===== config.mk =====
export PLATFORM = sky130hd
export DESIGN_NAME = thick_line_rasterizer_core
export DESIGN_NICKNAME = d
export VERILOG_FILES = /design/src/rtl/tlr_pkg.sv /design/src/rtl/thick_line_rasterizer_core.sv
export SDC_FILE = /design/constraint.sdc
export NUM_CORES = 2
export LEC_CHECK = 0
export ABC_AREA = 1
export BUFFER_PORTS_ARGS = -buffer_cell sky130_fd_sc_hd__buf_2
export CAP_MARGIN = 30
export CORE_MARGIN = 4
export CORE_UTILIZATION = 32
export CTS_CLUSTER_DIAMETER = 100
export DETAILED_ROUTE_END_ITERATION = 10
export GPL_TIMING_DRIVEN = 0
export PLACE_DENSITY = 0.48
export SLEW_MARGIN = 20
export SYNTH_ARGS = -nofsm -noshare
export SYNTH_HDL_FRONTEND = slang
export SYNTH_SLANG_ARGS = --single-unit

===== constraint.sdc =====
create_clock -name clk -period 15.9 [get_ports clk]
set_input_delay 2.385 -clock clk [delete_from_list [all_inputs] [get_ports clk]]
set_output_delay 2.385 -clock clk [all_outputs]
set_load 0.03 [all_outputs]

===== src/rtl/tlr_pkg.sv =====
// ----------------------------------------------------------------------------
// tlr_pkg: thick line rasterizer shared types and constants
// Sequencer states, register indexes, result record and clipping helpers.
// ----------------------------------------------------------------------------
package tlr_pkg;

    localparam int COORD_W    = 14;
    localparam int DELTA_W    = 15;
    localparam int ERR_W      = 17;
    localparam int E2_W       = 23;
    localparam int REACH_W    = 52;
    localparam int WQ_W       = 10;
    localparam int DIM_W      = 13;
    localparam int PIX_W      = 12;
    localparam int COLOR_W    = 32;
    localparam int CNT_W      = 7;
    localparam int IN_DATA_W  = 72;
    localparam int OUT_DATA_W = 56;

    localparam logic [WQ_W-1:0]  WIDTH_MAX_Q4 = 10'd640;
    localparam logic [WQ_W-1:0]  HALF_PIXEL   = 10'd16;
    localparam logic [CNT_W-1:0] RESULT_CAP   = 7'd64;
    localparam logic [DIM_W-1:0] DIM_MAX      = 13'd4096;

    localparam logic KIND_LOAD    = 1'b0;
    localparam logic KIND_ADVANCE = 1'b1;

    localparam logic [1:0] CFG_IMAGE_WIDTH  = 2'd0;
    localparam logic [1:0] CFG_IMAGE_HEIGHT = 2'd1;
    localparam logic [1:0] CFG_DRAW_COLOR   = 2'd2;

    typedef enum logic [3:0] {
        S_IDLE,
        S_LD_RR,
        S_LD_CC,
        S_LD_WW,
        S_LD_REACH,
        S_F1_SQ,
        S_F1_TST,
        S_F2_SQ,
        S_F2_TST,
        S_FLUSH
    } state_t;

    typedef struct packed {
        logic [PIX_W-1:0]   row;
        logic [PIX_W-1:0]   col;
        logic [COLOR_W-1:0] value;
        logic               plotted;
        logic               line_done;
    } pix_t;

    function automatic logic in_image(
        input logic signed [COORD_W:0] row,
        input logic signed [COORD_W:0] col,
        input logic [DIM_W-1:0]        height,
        input logic [DIM_W-1:0]        width
    );
        logic [DIM_W-1:0] h_eff;
        logic [DIM_W-1:0] w_eff;
        h_eff = (height > DIM_MAX) ? DIM_MAX : height;
        w_eff = (width > DIM_MAX) ? DIM_MAX : width;
        return !row[COORD_W] && !col[COORD_W]
            && (row[COORD_W-1:0] < {1'b0, h_eff})
            && (col[COORD_W-1:0] < {1'b0, w_eff});
    endfunction

    function automatic pix_t make_pixel(
        input logic signed [COORD_W:0] row,
        input logic signed [COORD_W:0] col,
        input logic [COLOR_W-1:0]      color,
        input logic                    done
    );
        pix_t p;
        p.row       = row[PIX_W-1:0];
        p.col       = col[PIX_W-1:0];
        p.value     = color;
        p.plotted   = 1'b1;
        p.line_done = done;
        return p;
    endfunction

    function automatic pix_t make_blank(input logic done);
        pix_t p;
        p           = '0;
        p.line_done = done;
        return p;
    endfunction

endpackage


===== src/rtl/thick_line_rasterizer_core.sv =====
// A load is the transfer plus four passes of the shared multiplier (S_LD_RR, S_LD_CC,
// S_LD_WW, S_LD_REACH). An advance runs one or both fill loops, with up to 63 fill
// passes per step: each pass squares the error on the shared multiplier in its SQ
// state, then tests it and issues a result in its TST state; an idle advance flushes.
// Throughput: one item at a time; s_tready is high only between items.
// Reset (rst_n low, asynchronous) clears the line, the sequencer and the output.
// ----------------------------------------------------------------------------
// thick_line_rasterizer_core: thick line rasterizer
// Error-distance Bresenham walk with perpendicular fill, one shared multiplier.
// ----------------------------------------------------------------------------
module thick_line_rasterizer_core (
    input  logic                             clk,
    input  logic                             rst_n,
    input  logic                             s_tvalid,
    output logic                             s_tready,
    // start_row, start_col, end_row, end_col, width_q4, zero pad
    input  logic [tlr_pkg::IN_DATA_W-1:0]    s_tdata,
    // kind
    input  logic                             s_tuser,
    output logic                             m_tvalid,
    input  logic                             m_tready,
    // pixel_row, pixel_col, pixel_value
    output logic [tlr_pkg::OUT_DATA_W-1:0]   m_tdata,
    // plotted, line_done
    output logic [1:0]                       m_tuser,
    output logic                             m_tlast,
    input  logic                             cfg_valid,
    output logic                             cfg_ready,
    input  logic [1:0]                       cfg_index,
    input  logic [tlr_pkg::COLOR_W-1:0]      cfg_data
);
    import tlr_pkg::*;

    state_t                    state_reg, state_next;
    logic signed [COORD_W-1:0] cur_row_reg, cur_row_next;
    logic signed [COORD_W-1:0] cur_col_reg, cur_col_next;
    logic signed [COORD_W-1:0] last_row_reg, last_row_next;
    logic signed [COORD_W-1:0] last_col_reg, last_col_next;
    logic [DELTA_W-1:0]        dr_reg, dr_next;
    logic [DELTA_W-1:0]        dc_reg, dc_next;
    logic [1:0]                signs_reg, signs_next;
    logic signed [ERR_W-1:0]   err_reg, err_next;
    logic [REACH_W-1:0]        reach_reg, reach_next;
    logic                      active_reg, active_next;
    logic [WQ_W-1:0]           wq_reg, wq_next;
    logic [31:0]               acc_reg, acc_next;
    logic [REACH_W-1:0]        prod_reg, prod_next;
    logic signed [E2_W-1:0]    e2_reg, e2_next;
    logic signed [COORD_W-1:0] pos_reg, pos_next;
    logic [CNT_W-1:0]          cnt_reg, cnt_next;
    logic                      br2_reg, br2_next;
    logic                      done_reg, done_next;
    logic                      pend_valid_reg, pend_valid_next;
    pix_t                      pend_reg, pend_next;
    logic                      out_valid_reg, out_valid_next;
    pix_t                      out_reg, out_next;
    logic                      out_last_reg, out_last_next;
    logic [DIM_W-1:0]          width_reg, width_next;
    logic [DIM_W-1:0]          height_reg, height_next;
    logic [COLOR_W-1:0]        color_reg, color_next;

    logic                      out_free;
    logic                      in_xfer;
    logic [31:0]               mul_a;
    logic [31:0]               mul_b;
    logic [63:0]               mul_p;
    logic signed [COORD_W:0]   in_sr, in_sc, in_er, in_ec;
    logic signed [COORD_W:0]   diff_r, diff_c;
    logic [DELTA_W-1:0]        abs_r, abs_c;
    logic [WQ_W-1:0]           w_in, w_sat;
    logic signed [ERR_W:0]     two_err;
    logic                      c1, c2, done1, done_any;
    logic signed [COORD_W:0]   row_step, col_step;
    logic signed [COORD_W:0]   cur_row_x, cur_col_x, pos_x;
    logic signed [COORD_W:0]   test_col, test_row;
    logic [E2_W-2:0]           e2_abs;
    logic                      reach_ok;
    logic                      cond1, cond2;
    logic signed [E2_W-1:0]    err_x, dr_x, dc_x;
    logic [31:0]               dsum;

    assign out_free  = !out_valid_reg || m_tready;
    assign s_tready  = (state_reg == S_IDLE);
    assign in_xfer   = s_tvalid && s_tready;
    assign cfg_ready = 1'b1;

    assign m_tvalid = out_valid_reg;
    assign m_tdata  = {out_reg.value, out_reg.col, out_reg.row};
    assign m_tuser  = {out_reg.line_done, out_reg.plotted};
    assign m_tlast  = out_last_reg;

    assign in_sr  = {s_tdata[13], s_tdata[13:0]};
    assign in_sc  = {s_tdata[27], s_tdata[27:14]};
    assign in_er  = {s_tdata[41], s_tdata[41:28]};
    assign in_ec  = {s_tdata[55], s_tdata[55:42]};
    assign w_in   = s_tdata[65:56];
    assign diff_r = in_er - in_sr;
    assign diff_c = in_ec - in_sc;
    assign abs_r  = diff_r[COORD_W] ? DELTA_W'(-diff_r) : DELTA_W'(diff_r);
    assign abs_c  = diff_c[COORD_W] ? DELTA_W'(-diff_c) : DELTA_W'(diff_c);
    assign w_sat  = (w_in > WIDTH_MAX_Q4) ? WIDTH_MAX_Q4 : w_in;

    assign err_x    = E2_W'(err_reg);
    assign dr_x     = $signed({{(E2_W-DELTA_W){1'b0}}, dr_reg});
    assign dc_x     = $signed({{(E2_W-DELTA_W){1'b0}}, dc_reg});
    assign two_err  = {err_reg, 1'b0};
    assign c1       = two_err >= -$signed({{(ERR_W-DELTA_W+1){1'b0}}, dr_reg});
    assign c2       = two_err <= $signed({{(ERR_W-DELTA_W+1){1'b0}}, dc_reg});
    assign done1    = c1 && (cur_row_reg == last_row_reg);
    assign done_any = done1 || (c2 && (cur_col_reg == last_col_reg));

    assign row_step  = signs_reg[0] ? -(COORD_W+1)'(1) : (COORD_W+1)'(1);
    assign col_step  = signs_reg[1] ? -(COORD_W+1)'(1) : (COORD_W+1)'(1);
    assign cur_row_x = {cur_row_reg[COORD_W-1], cur_row_reg};
    assign cur_col_x = {cur_col_reg[COORD_W-1], cur_col_reg};
    assign pos_x     = {pos_reg[COORD_W-1], pos_reg};
    assign test_col  = pos_x + col_step;
    assign test_row  = pos_x + row_step;

    assign e2_abs   = e2_reg[E2_W-1] ? (E2_W-1)'(-e2_reg) : e2_reg[E2_W-2:0];
    assign reach_ok = e2_reg[E2_W-1]
        || ({prod_reg[43:0], 10'b0} < {2'b0, reach_reg});
    assign cond1 = (cnt_reg < RESULT_CAP) && reach_ok
        && ((last_col_reg != pos_reg) || (dr_reg > dc_reg));
    assign cond2 = (cnt_reg < RESULT_CAP) && reach_ok
        && ((last_row_reg != pos_reg) || (dr_reg < dc_reg));

    assign mul_p = mul_a * mul_b;
    assign dsum  = acc_reg + prod_reg[31:0];

    always_comb
    begin
        unique case (state_reg) inside
            S_LD_RR:
            begin
                mul_a = {17'b0, dr_reg};
                mul_b = {17'b0, dr_reg};
            end
            S_LD_CC:
            begin
                mul_a = {17'b0, dc_reg};
                mul_b = {17'b0, dc_reg};
            end
            S_LD_WW:
            begin
                mul_a = {22'b0, wq_reg};
                mul_b = {22'b0, wq_reg};
            end
            S_LD_REACH:
            begin
                mul_a = acc_reg;
                mul_b = {12'b0, prod_reg[19:0]};
            end
            S_F1_SQ, S_F2_SQ:
            begin
                mul_a = {10'b0, e2_abs};
                mul_b = {10'b0, e2_abs};
            end
            default:
            begin
                mul_a = '0;
                mul_b = '0;
            end
        endcase
    end

    always_comb
    begin
        state_next      = state_reg;
        cur_row_next    = cur_row_reg;
        cur_col_next    = cur_col_reg;
        last_row_next   = last_row_reg;
        last_col_next   = last_col_reg;
        dr_next         = dr_reg;
        dc_next         = dc_reg;
        signs_next      = signs_reg;
        err_next        = err_reg;
        reach_next      = reach_reg;
        active_next     = active_reg;
        wq_next         = wq_reg;
        acc_next        = acc_reg;
        prod_next       = prod_reg;
        e2_next         = e2_reg;
        pos_next        = pos_reg;
        cnt_next        = cnt_reg;
        br2_next        = br2_reg;
        done_next       = done_reg;
        pend_valid_next = pend_valid_reg;
        pend_next       = pend_reg;
        out_valid_next  = out_valid_reg && !m_tready;
        out_next        = out_reg;
        out_last_next   = out_last_reg;
        width_next      = width_reg;
        height_next     = height_reg;
        color_next      = color_reg;

        if (cfg_valid)
        begin
            unique case (cfg_index)
                CFG_IMAGE_WIDTH:  width_next  = cfg_data[DIM_W-1:0];
                CFG_IMAGE_HEIGHT: height_next = cfg_data[DIM_W-1:0];
                CFG_DRAW_COLOR:   color_next  = cfg_data;
                default:          ;
            endcase
        end

        unique case (state_reg)
            S_IDLE:
            begin
                if (in_xfer && (s_tuser == KIND_LOAD))
                begin
                    cur_row_next  = in_sr[COORD_W-1:0];
                    cur_col_next  = in_sc[COORD_W-1:0];
                    last_row_next = in_er[COORD_W-1:0];
                    last_col_next = in_ec[COORD_W-1:0];
                    dr_next       = abs_r;
                    dc_next       = abs_c;
                    signs_next    = {!(in_sc < in_ec), !(in_sr < in_er)};
                    err_next      = $signed({2'b0, abs_r}) - $signed({2'b0, abs_c});
                    wq_next       = w_sat + HALF_PIXEL;
                    active_next   = 1'b1;
                    state_next    = S_LD_RR;
                end
                else if (in_xfer && !active_reg)
                begin
                    pend_next       = make_blank(1'b1);
                    pend_valid_next = 1'b1;
                    done_next       = 1'b1;
                    state_next      = S_FLUSH;
                end
                else if (in_xfer)
                begin
                    done_next       = done_any;
                    br2_next        = c2;
                    cnt_next        = CNT_W'(1);
                    pend_valid_next = 1'b1;
                    if (in_image(cur_row_x, cur_col_x, height_reg, width_reg))
                    begin
                        pend_next = make_pixel(cur_row_x, cur_col_x, color_reg, done_any);
                    end
                    else
                    begin
                        pend_next = make_blank(done_any);
                    end
                    if (c1)
                    begin
                        e2_next    = err_x + dc_x;
                        pos_next   = cur_col_reg;
                        state_next = S_F1_SQ;
                    end
                    else if (c2)
                    begin
                        e2_next    = dr_x - err_x;
                        pos_next   = cur_row_reg;
                        state_next = S_F2_SQ;
                    end
                    else
                    begin
                        state_next = S_FLUSH;
                    end
                end
            end
            S_LD_RR:
            begin
                prod_next  = mul_p[REACH_W-1:0];
                state_next = S_LD_CC;
            end
            S_LD_CC:
            begin
                acc_next   = prod_reg[31:0];
                prod_next  = mul_p[REACH_W-1:0];
                state_next = S_LD_WW;
            end
            S_LD_WW:
            begin
                acc_next   = (dsum == 32'd0) ? 32'd1 : dsum;
                prod_next  = mul_p[REACH_W-1:0];
                state_next = S_LD_REACH;
            end
            S_LD_REACH:
            begin
                reach_next = mul_p[REACH_W-1:0];
                state_next = S_IDLE;
            end
            S_F1_SQ:
            begin
                prod_next  = mul_p[REACH_W-1:0];
                state_next = S_F1_TST;
            end
            S_F1_TST:
            begin
                if (cond1)
                begin
                    if (out_free)
                    begin
                        out_valid_next = 1'b1;
                        out_next       = pend_reg;
                        out_last_next  = 1'b0;
                        if (in_image(cur_row_x, test_col, height_reg, width_reg))
                        begin
                            pos_next  = test_col[COORD_W-1:0];
                            pend_next = make_pixel(cur_row_x, test_col, color_reg, done_reg);
                        end
                        else
                        begin
                            pend_next = make_blank(done_reg);
                        end
                        e2_next    = e2_reg + dr_x;
                        cnt_next   = cnt_reg + CNT_W'(1);
                        state_next = S_F1_SQ;
                    end
                end
                else if (cur_row_reg == last_row_reg)
                begin
                    state_next = S_FLUSH;
                end
                else
                begin
                    err_next     = err_reg - $signed({2'b0, dc_reg});
                    cur_row_next = cur_row_reg + row_step[COORD_W-1:0];
                    if (br2_reg)
                    begin
                        e2_next    = dr_x - err_x;
                        pos_next   = cur_row_reg;
                        state_next = S_F2_SQ;
                    end
                    else
                    begin
                        state_next = S_FLUSH;
                    end
                end
            end
            S_F2_SQ:
            begin
                prod_next  = mul_p[REACH_W-1:0];
                state_next = S_F2_TST;
            end
            S_F2_TST:
            begin
                if (cond2)
                begin
                    if (out_free)
                    begin
                        out_valid_next = 1'b1;
                        out_next       = pend_reg;
                        out_last_next  = 1'b0;
                        if (in_image(test_row, cur_col_x, height_reg, width_reg))
                        begin
                            pos_next  = test_row[COORD_W-1:0];
                            pend_next = make_pixel(test_row, cur_col_x, color_reg, done_reg);
                        end
                        else
                        begin
                            pend_next = make_blank(done_reg);
                        end
                        e2_next    = e2_reg + dc_x;
                        cnt_next   = cnt_reg + CNT_W'(1);
                        state_next = S_F2_SQ;
                    end
                end
                else
                begin
                    if (cur_col_reg != last_col_reg)
                    begin
                        err_next     = err_reg + $signed({2'b0, dr_reg});
                        cur_col_next = cur_col_reg + col_step[COORD_W-1:0];
                    end
                    state_next = S_FLUSH;
                end
            end
            S_FLUSH:
            begin
                if (out_free)
                begin
                    out_valid_next  = 1'b1;
                    out_next        = pend_reg;
                    out_last_next   = 1'b1;
                    pend_valid_next = 1'b0;
                    if (done_reg)
                    begin
                        active_next = 1'b0;
                    end
                    state_next = S_IDLE;
                end
            end
            default:
            begin
                state_next = S_IDLE;
            end
        endcase
    end

    always_ff @(posedge clk or negedge rst_n)
    begin
        if (!rst_n)
        begin
            state_reg      <= S_IDLE;
            cur_row_reg    <= '0;
            cur_col_reg    <= '0;
            last_row_reg   <= '0;
            last_col_reg   <= '0;
            dr_reg         <= '0;
            dc_reg         <= '0;
            signs_reg      <= '0;
            err_reg        <= '0;
            reach_reg      <= '0;
            active_reg     <= 1'b0;
            wq_reg         <= '0;
            acc_reg        <= '0;
            prod_reg       <= '0;
            e2_reg         <= '0;
            pos_reg        <= '0;
            cnt_reg        <= '0;
            br2_reg        <= 1'b0;
            done_reg       <= 1'b0;
            pend_valid_reg <= 1'b0;
            pend_reg       <= '0;
            out_valid_reg  <= 1'b0;
            out_reg        <= '0;
            out_last_reg   <= 1'b0;
            width_reg      <= 13'd640;
            height_reg     <= 13'd480;
            color_reg      <= 32'h00FF_0000;
        end
        else
        begin
            state_reg      <= state_next;
            cur_row_reg    <= cur_row_next;
            cur_col_reg    <= cur_col_next;
            last_row_reg   <= last_row_next;
            last_col_reg   <= last_col_next;
            dr_reg         <= dr_next;
            dc_reg         <= dc_next;
            signs_reg      <= signs_next;
            err_reg        <= err_next;
            reach_reg      <= reach_next;
            active_reg     <= active_next;
            wq_reg         <= wq_next;
            acc_reg        <= acc_next;
            prod_reg       <= prod_next;
            e2_reg         <= e2_next;
            pos_reg        <= pos_next;
            cnt_reg        <= cnt_next;
            br2_reg        <= br2_next;
            done_reg       <= done_next;
            pend_valid_reg <= pend_valid_next;
            pend_reg       <= pend_next;
            out_valid_reg  <= out_valid_next;
            out_reg        <= out_next;
            out_last_reg   <= out_last_next;
            width_reg      <= width_next;
            height_reg     <= height_next;
            color_reg      <= color_next;
        end
    end

    a_idle_no_pending: assert property (@(posedge clk) disable iff (!rst_n)
        (state_reg == S_IDLE) |-> !pend_valid_reg)
        else $error("pending result left over between items");

    a_count_capped: assert property (@(posedge clk) disable iff (!rst_n)
        cnt_reg <= RESULT_CAP)
        else $error("result count exceeds the cap");

    a_flush_last: assert property (@(posedge clk) disable iff (!rst_n)
        (state_reg == S_FLUSH && out_free) |=> (m_tvalid && m_tlast && state_reg == S_IDLE))
        else $error("flush did not issue the closing transfer");

    a_load_seq: assert property (@(posedge clk) disable iff (!rst_n)
        (in_xfer && s_tuser == KIND_LOAD) |=> (state_reg == S_LD_RR && active_reg))
        else $error("load did not start the reach sequence");

    a_fill_pending: assert property (@(posedge clk) disable iff (!rst_n)
        (state_reg == S_F1_TST || state_reg == S_F2_TST || state_reg == S_FLUSH)
        |-> pend_valid_reg)
        else $error("fill step without a held result");

endmodule

# Word-level counts from Yosys, hierarchy flattened
# Index checks and enable logic that the tools add are counted.
# word_totals
regBits,470
word_cells,275
# op_classes
add_sub_neg,20
multipliers,1
magnitude_cmp,15
n_eq_ne,39
mux,102
bitwise_logic,3
reduce_logical,61
# ops
cell,n
two-way mux 58 bit,13
case mux 58 bit (3 select lines),2
two-way mux 14 bit,19
two-way mux 23 bit,11
case mux 32 bit (5 select lines),1
case mux 22 bit (5 select lines),1
two-way mux 17 bit,5
case mux 23 bit (3 select lines),1
case mux 32 bit (2 select lines),1
two-way mux 15 bit,4
< comparator 14 x 13 -> 1 bit,4
case mux 14 bit (2 select lines),2
< comparator 54 x 52 -> 1 bit,1
multiplier 32 x 22 -> 52 bit,1
case mux 17 bit (3 select lines),1
two-way mux 4 bit,12
adder 23 x 16 -> 23 bit,2
two-way mux 7 bit,6
!= test 14 bit,3
case mux 14 bit (3 select lines),1
case mux 4 bit (9 select lines),1
adder 32 bit,1
zero test 32 bit,1
two-way mux 32 bit,1
other kinds (57),146

# Longest topological paths before layout
# depth
word_depth,10
ltp_mapped,45
depth_no_buf,44

# Least setup slack after synthesis
# Ideal clock, no wire load.
# synth_timing
path_kind,reg-to-reg
from,reg e2_reg[1]
to,reg reach_reg[27]
setup_ns,0.132
t_arrival_ns,7.591
setup_slack_ns,8.177
path_stages_with_launch,40
n_path_buf,1
cell_sequence,dfrtp_1 -> inv_1 -> ha_1 -> and2_1 -> nand2_1 -> inv_1 -> nor2_1 -> o21ai_0 -> a21oi_1 -> a2111o_1 -> a21oi_2 -> inv_2 -> clkbuf_1 -> nand2_1 -> fa_1 -> inv_1 -> fa_1 -> inv_1 -> [... 4 more ...] -> fa_1 -> inv_1 -> fa_1 -> inv_1 -> fa_1 -> inv_1 -> ha_1 -> nand2_1 -> nand2_1 -> a31oi_1 -> nand3_1 -> a21oi_1 -> o21ai_1 -> a21oi_1 -> inv_1 -> or2_2 -> nand3_1 -> o21ai_0
# synth_via
elab_chain_len,4
word_cells_on_any_way,5
cone_classes,add/sub (1); mul (1); mux (3)
# synth_lines
item,line_no,text
from (decl),thick_line_rasterizer_core.sv:48,"logic signed [E2_W-1:0] e2_reg, e2_next;"
from (signal assigned),thick_line_rasterizer_core.sv:441,e2_reg <= e2_next;
negator 22 bit,thick_line_rasterizer_core.sv:120,assign e2_abs = e2_reg[E2_W-1] ? (E2_W-1)'(-e2_reg) : e2_reg[E2_W-2:0];
two-way mux 22 bit *,thick_line_rasterizer_core.sv:120,
case mux 32 bit (5 select lines) or case mux 22 bit (5 select lines) (tied branches),thick_line_rasterizer_core.sv:133,unique case (state_reg) inside
multiplier 32 x 22 -> 52 bit *,thick_line_rasterizer_core.sv:128,assign mul_p = mul_a * mul_b;
to (signal assigned),thick_line_rasterizer_core.sv:436,reach_reg <= reach_next;
to (decl),thick_line_rasterizer_core.sv:43,"logic [REACH_W-1:0] reach_reg, reach_next;"
# Every way passes the cells marked *; elsewhere a longest branch is shown, timed or not.
# A chain may end at the register's enable or synchronous reset.

# Worst setup path in the final report
# layout_timing
from,reg state_reg[0]
to,reg reach_reg[40]
# layout_via
elab_chain_len,4
word_cells_on_any_way,10
cone_classes,mul (1); eq/ne (6); mux (2); reduce/logical (1)
# layout_lines
item,line_no,text
from (decl),thick_line_rasterizer_core.sv:34,"state_t state_reg, state_next;"
from (signal assigned),thick_line_rasterizer_core.sv:427,state_reg <= state_next;
== test 4 x 3 -> 1 bit,--,
OR reduction 2 bit,thick_line_rasterizer_core.sv:133,
case mux 32 bit (5 select lines) or case mux 22 bit (5 select lines) (tied branches),thick_line_rasterizer_core.sv:133,
multiplier 32 x 22 -> 52 bit,thick_line_rasterizer_core.sv:128,
# Several ways; a longest one is shown, not always the timed one.

==> qor.yml <==
status: "finished, final reports clean"
synth_compound_area_share_pct: 10.65
dp_hpwl_um: 212400
clock_sinks: 470
setup_violations: 0
synth_simple_gate_area_share_pct: 24.73
critical_path_class: "reg2reg"
numCtsBuffers: 68
num_io_pins: 174
synth-seq-cells: 470
track_usage_pct: 25.42
yosys-top-cells-area: "fa_1, dfrtp_1, nand2_1"
gr-total-overflow: 0
layout_min_cycle_time_ns: 10.50
grt_pass1_vias: 58630
fill_cells: 20660
gp_congestion: 0.9588
die-area_um2: 199000
placed_cell_area_um2: 65860
tns_ns: 0
drt_wl_total_um: 254400
busiest_layer: "met2"
clkSlewWorstSetupHoldPaths_ns: 0.06
synth_top_family_by_area: "adder cells"
num-nets-final: 10090
ys.flop_type: "dfrtp_1"
finalMaxSlewViolations: 0
cp_slowest_cell: "clkbuf_1"
cts_root_buf: "clkbuf_16"
slowest_delay_ns: 0.80
via_per_inst: 5.055
reg2reg_slack_ns: 5.40
clk_path_buf_depth: 3
postSynthAreaPerCell_um2: 7.152
hold_ws_ns: 0.4667
regArea_um2: 11780
h-tree-depth: 3
initial_core_util_pct: 32.23
synth_edf_count: 0
coreArea_um2: 190600
synthAdderAreaFrac_pct: 30.03
holdPathStages: 2
ys_async_sr_fraction_pct: 100.0
drcViolationCount: 0
hp-class: "reg2reg"
synthCells: 8588
fin_area_um2: 68340
netlist_area_um2: 61430
path_max_fanout: 10
antenna_found_initial: 4
crit_top_cell: "fa_1"
clock_latency_ns: 0.70
rr_worst_depth: 33
drive_gt1_share_pct: 7.069
multiInputGateArea_um2: 42270
worst-slew-pin-transition_ns: 1.030
rows: 160
endpoint_kind: "flip-flop"
antenna_left: 0
relSlewSlack_pct: 31.36
final_common_cell: "nand2_1"
cts_setup_buffers: 0
synth-xor-area-share_pct: 2.880
synthDistinctLibCells: 78
drt-initial-drc-count: 4954
fp.dieW_um: 446.1
synth-seq-area-share_pct: 19.18
rsz0062_at_grt: "false"
muxShareOfSynthArea_pct: 0.3483
clock_skew_ns: 0.04874
ys_warn_count: 0
cp.required_ns: 16.43
synth_top_area_share_pct: 19.85
dr_total_vias: 57820
grt_pass1_wl_um: 380100
period_share_pct: 66.05
synth_top_cell_by_area: "fa_1"
cts_resized: 0
grt_use_met1_pct: 35.79
io_buffers: 166
die_y_um: 446.1
largest_reg_flops: 58
grtUsageMet3_pct: 4.527
grt_max_degree: 86
cts_hold_buffers: 0
area_delta_synth_final_pct: 11.25
met2_usage_pct: 39.92
first_pass_iters: 5
worstPathArrival_ns: 11.03
max_freq_mhz: 95.23
cts_tree: "built"
maxCapViolations: 0
layout_common_cells: "nand2_1, inv_1, fa_1"
start_kind: "flip-flop"
wl_per_cell_um: 22.24
finalHoldViolCount: 0
-- kinds of logic after synthesis --
logic type	after synthesis
mux	19
compound gates	1186
other cells	2
buf+inv	1920
simple gates	3680
fa+ha+maj	1109
xor+xnor	202
flops	470
-- synth_stat cells, types with 34 or more instances --
cell	n
nand3_1	421
o21ai_0	473
inv_2	36
a21oi_1	436
xnor2_1	74
clkbuf_1	122
ha_1	500
nand4_1	92
or2_2	34
xor2_1	128
nor3_1	61
nand2_1	2417
nor2_1	539
buf_2	121
inv_1	1597
o21ai_1	44
fa_1	609
dfrtp_1	456
o211ai_1	40
-- worst max-delay path, delay by kind of cell, from the launching register on --
family / cells / cell delay (ns)
buf+inv: 10 / 1.95
fa+ha+maj: 8 / 4.32
simple gates: 9 / 1.88
compound gates: 6 / 1.51
flops: 1 / 0.60
-- stage by stage --
stage | util, % | instances | setup WS (ns)
floorplan | - | 8604 | 8.177
global placement | 34.35 | 11280 | 1.691
detailed placement | 34.56 | 11310 | 5.462
CTS | 35.82 | 11430 | 5.367
global route | 35.86 | 11440 | 4.939
finish | 35.86 | 11440 | 5.399
-- worst paths after layout --
kind	from	endpoint
max in group asynchronous	rst_n	color_reg[17]$_DFFE_PN1P_
hold reg to reg	m_tdata[52]$_DFFE_PN0P_	m_tdata[52]$_DFFE_PN0P_
setup reg to reg	state_reg[0]$_DFFE_PN0P_	reach_reg[40]$_DFFE_PN0N_
setup / recovery	state_reg[0]$_DFFE_PN0P_	reach_reg[40]$_DFFE_PN0N_
min in group asynchronous	rst_n	acc_reg[18]$_DFFE_PN0P_
hold / removal	m_tdata[52]$_DFFE_PN0P_	m_tdata[52]$_DFFE_PN0P_
-- metal layers --
| metal | vias to the layer above | routed length, µm |
|---|---|---|
| met2 | 1783 | 112000 |
| met5 | - | 0 |
| li1 | 27320 | - |
| met1 | 28400 | 117600 |
| met3 | 321 | 17020 |
| met4 | 0 | 7728 |
-- area by class of cell --
cell class / count / area share (%)
Clock inverter: 28 / 0.5914
Buffer: 280 / 1.930
Multi-Input combinational cell: 6214 / 61.85
Sequential cell: 470 / 17.24
Antenna cell: 1 / 0.003662
Clock buffer: 96 / 2.939
Inverter: 1640 / 9.008
Tap cell: 2511 / 4.597
Timing Repair Buffer: 198 / 1.846
Power is left out: the tool's default activity adds up to more than one toggle a clock period on the data nets, which glitch-free logic cannot reach.
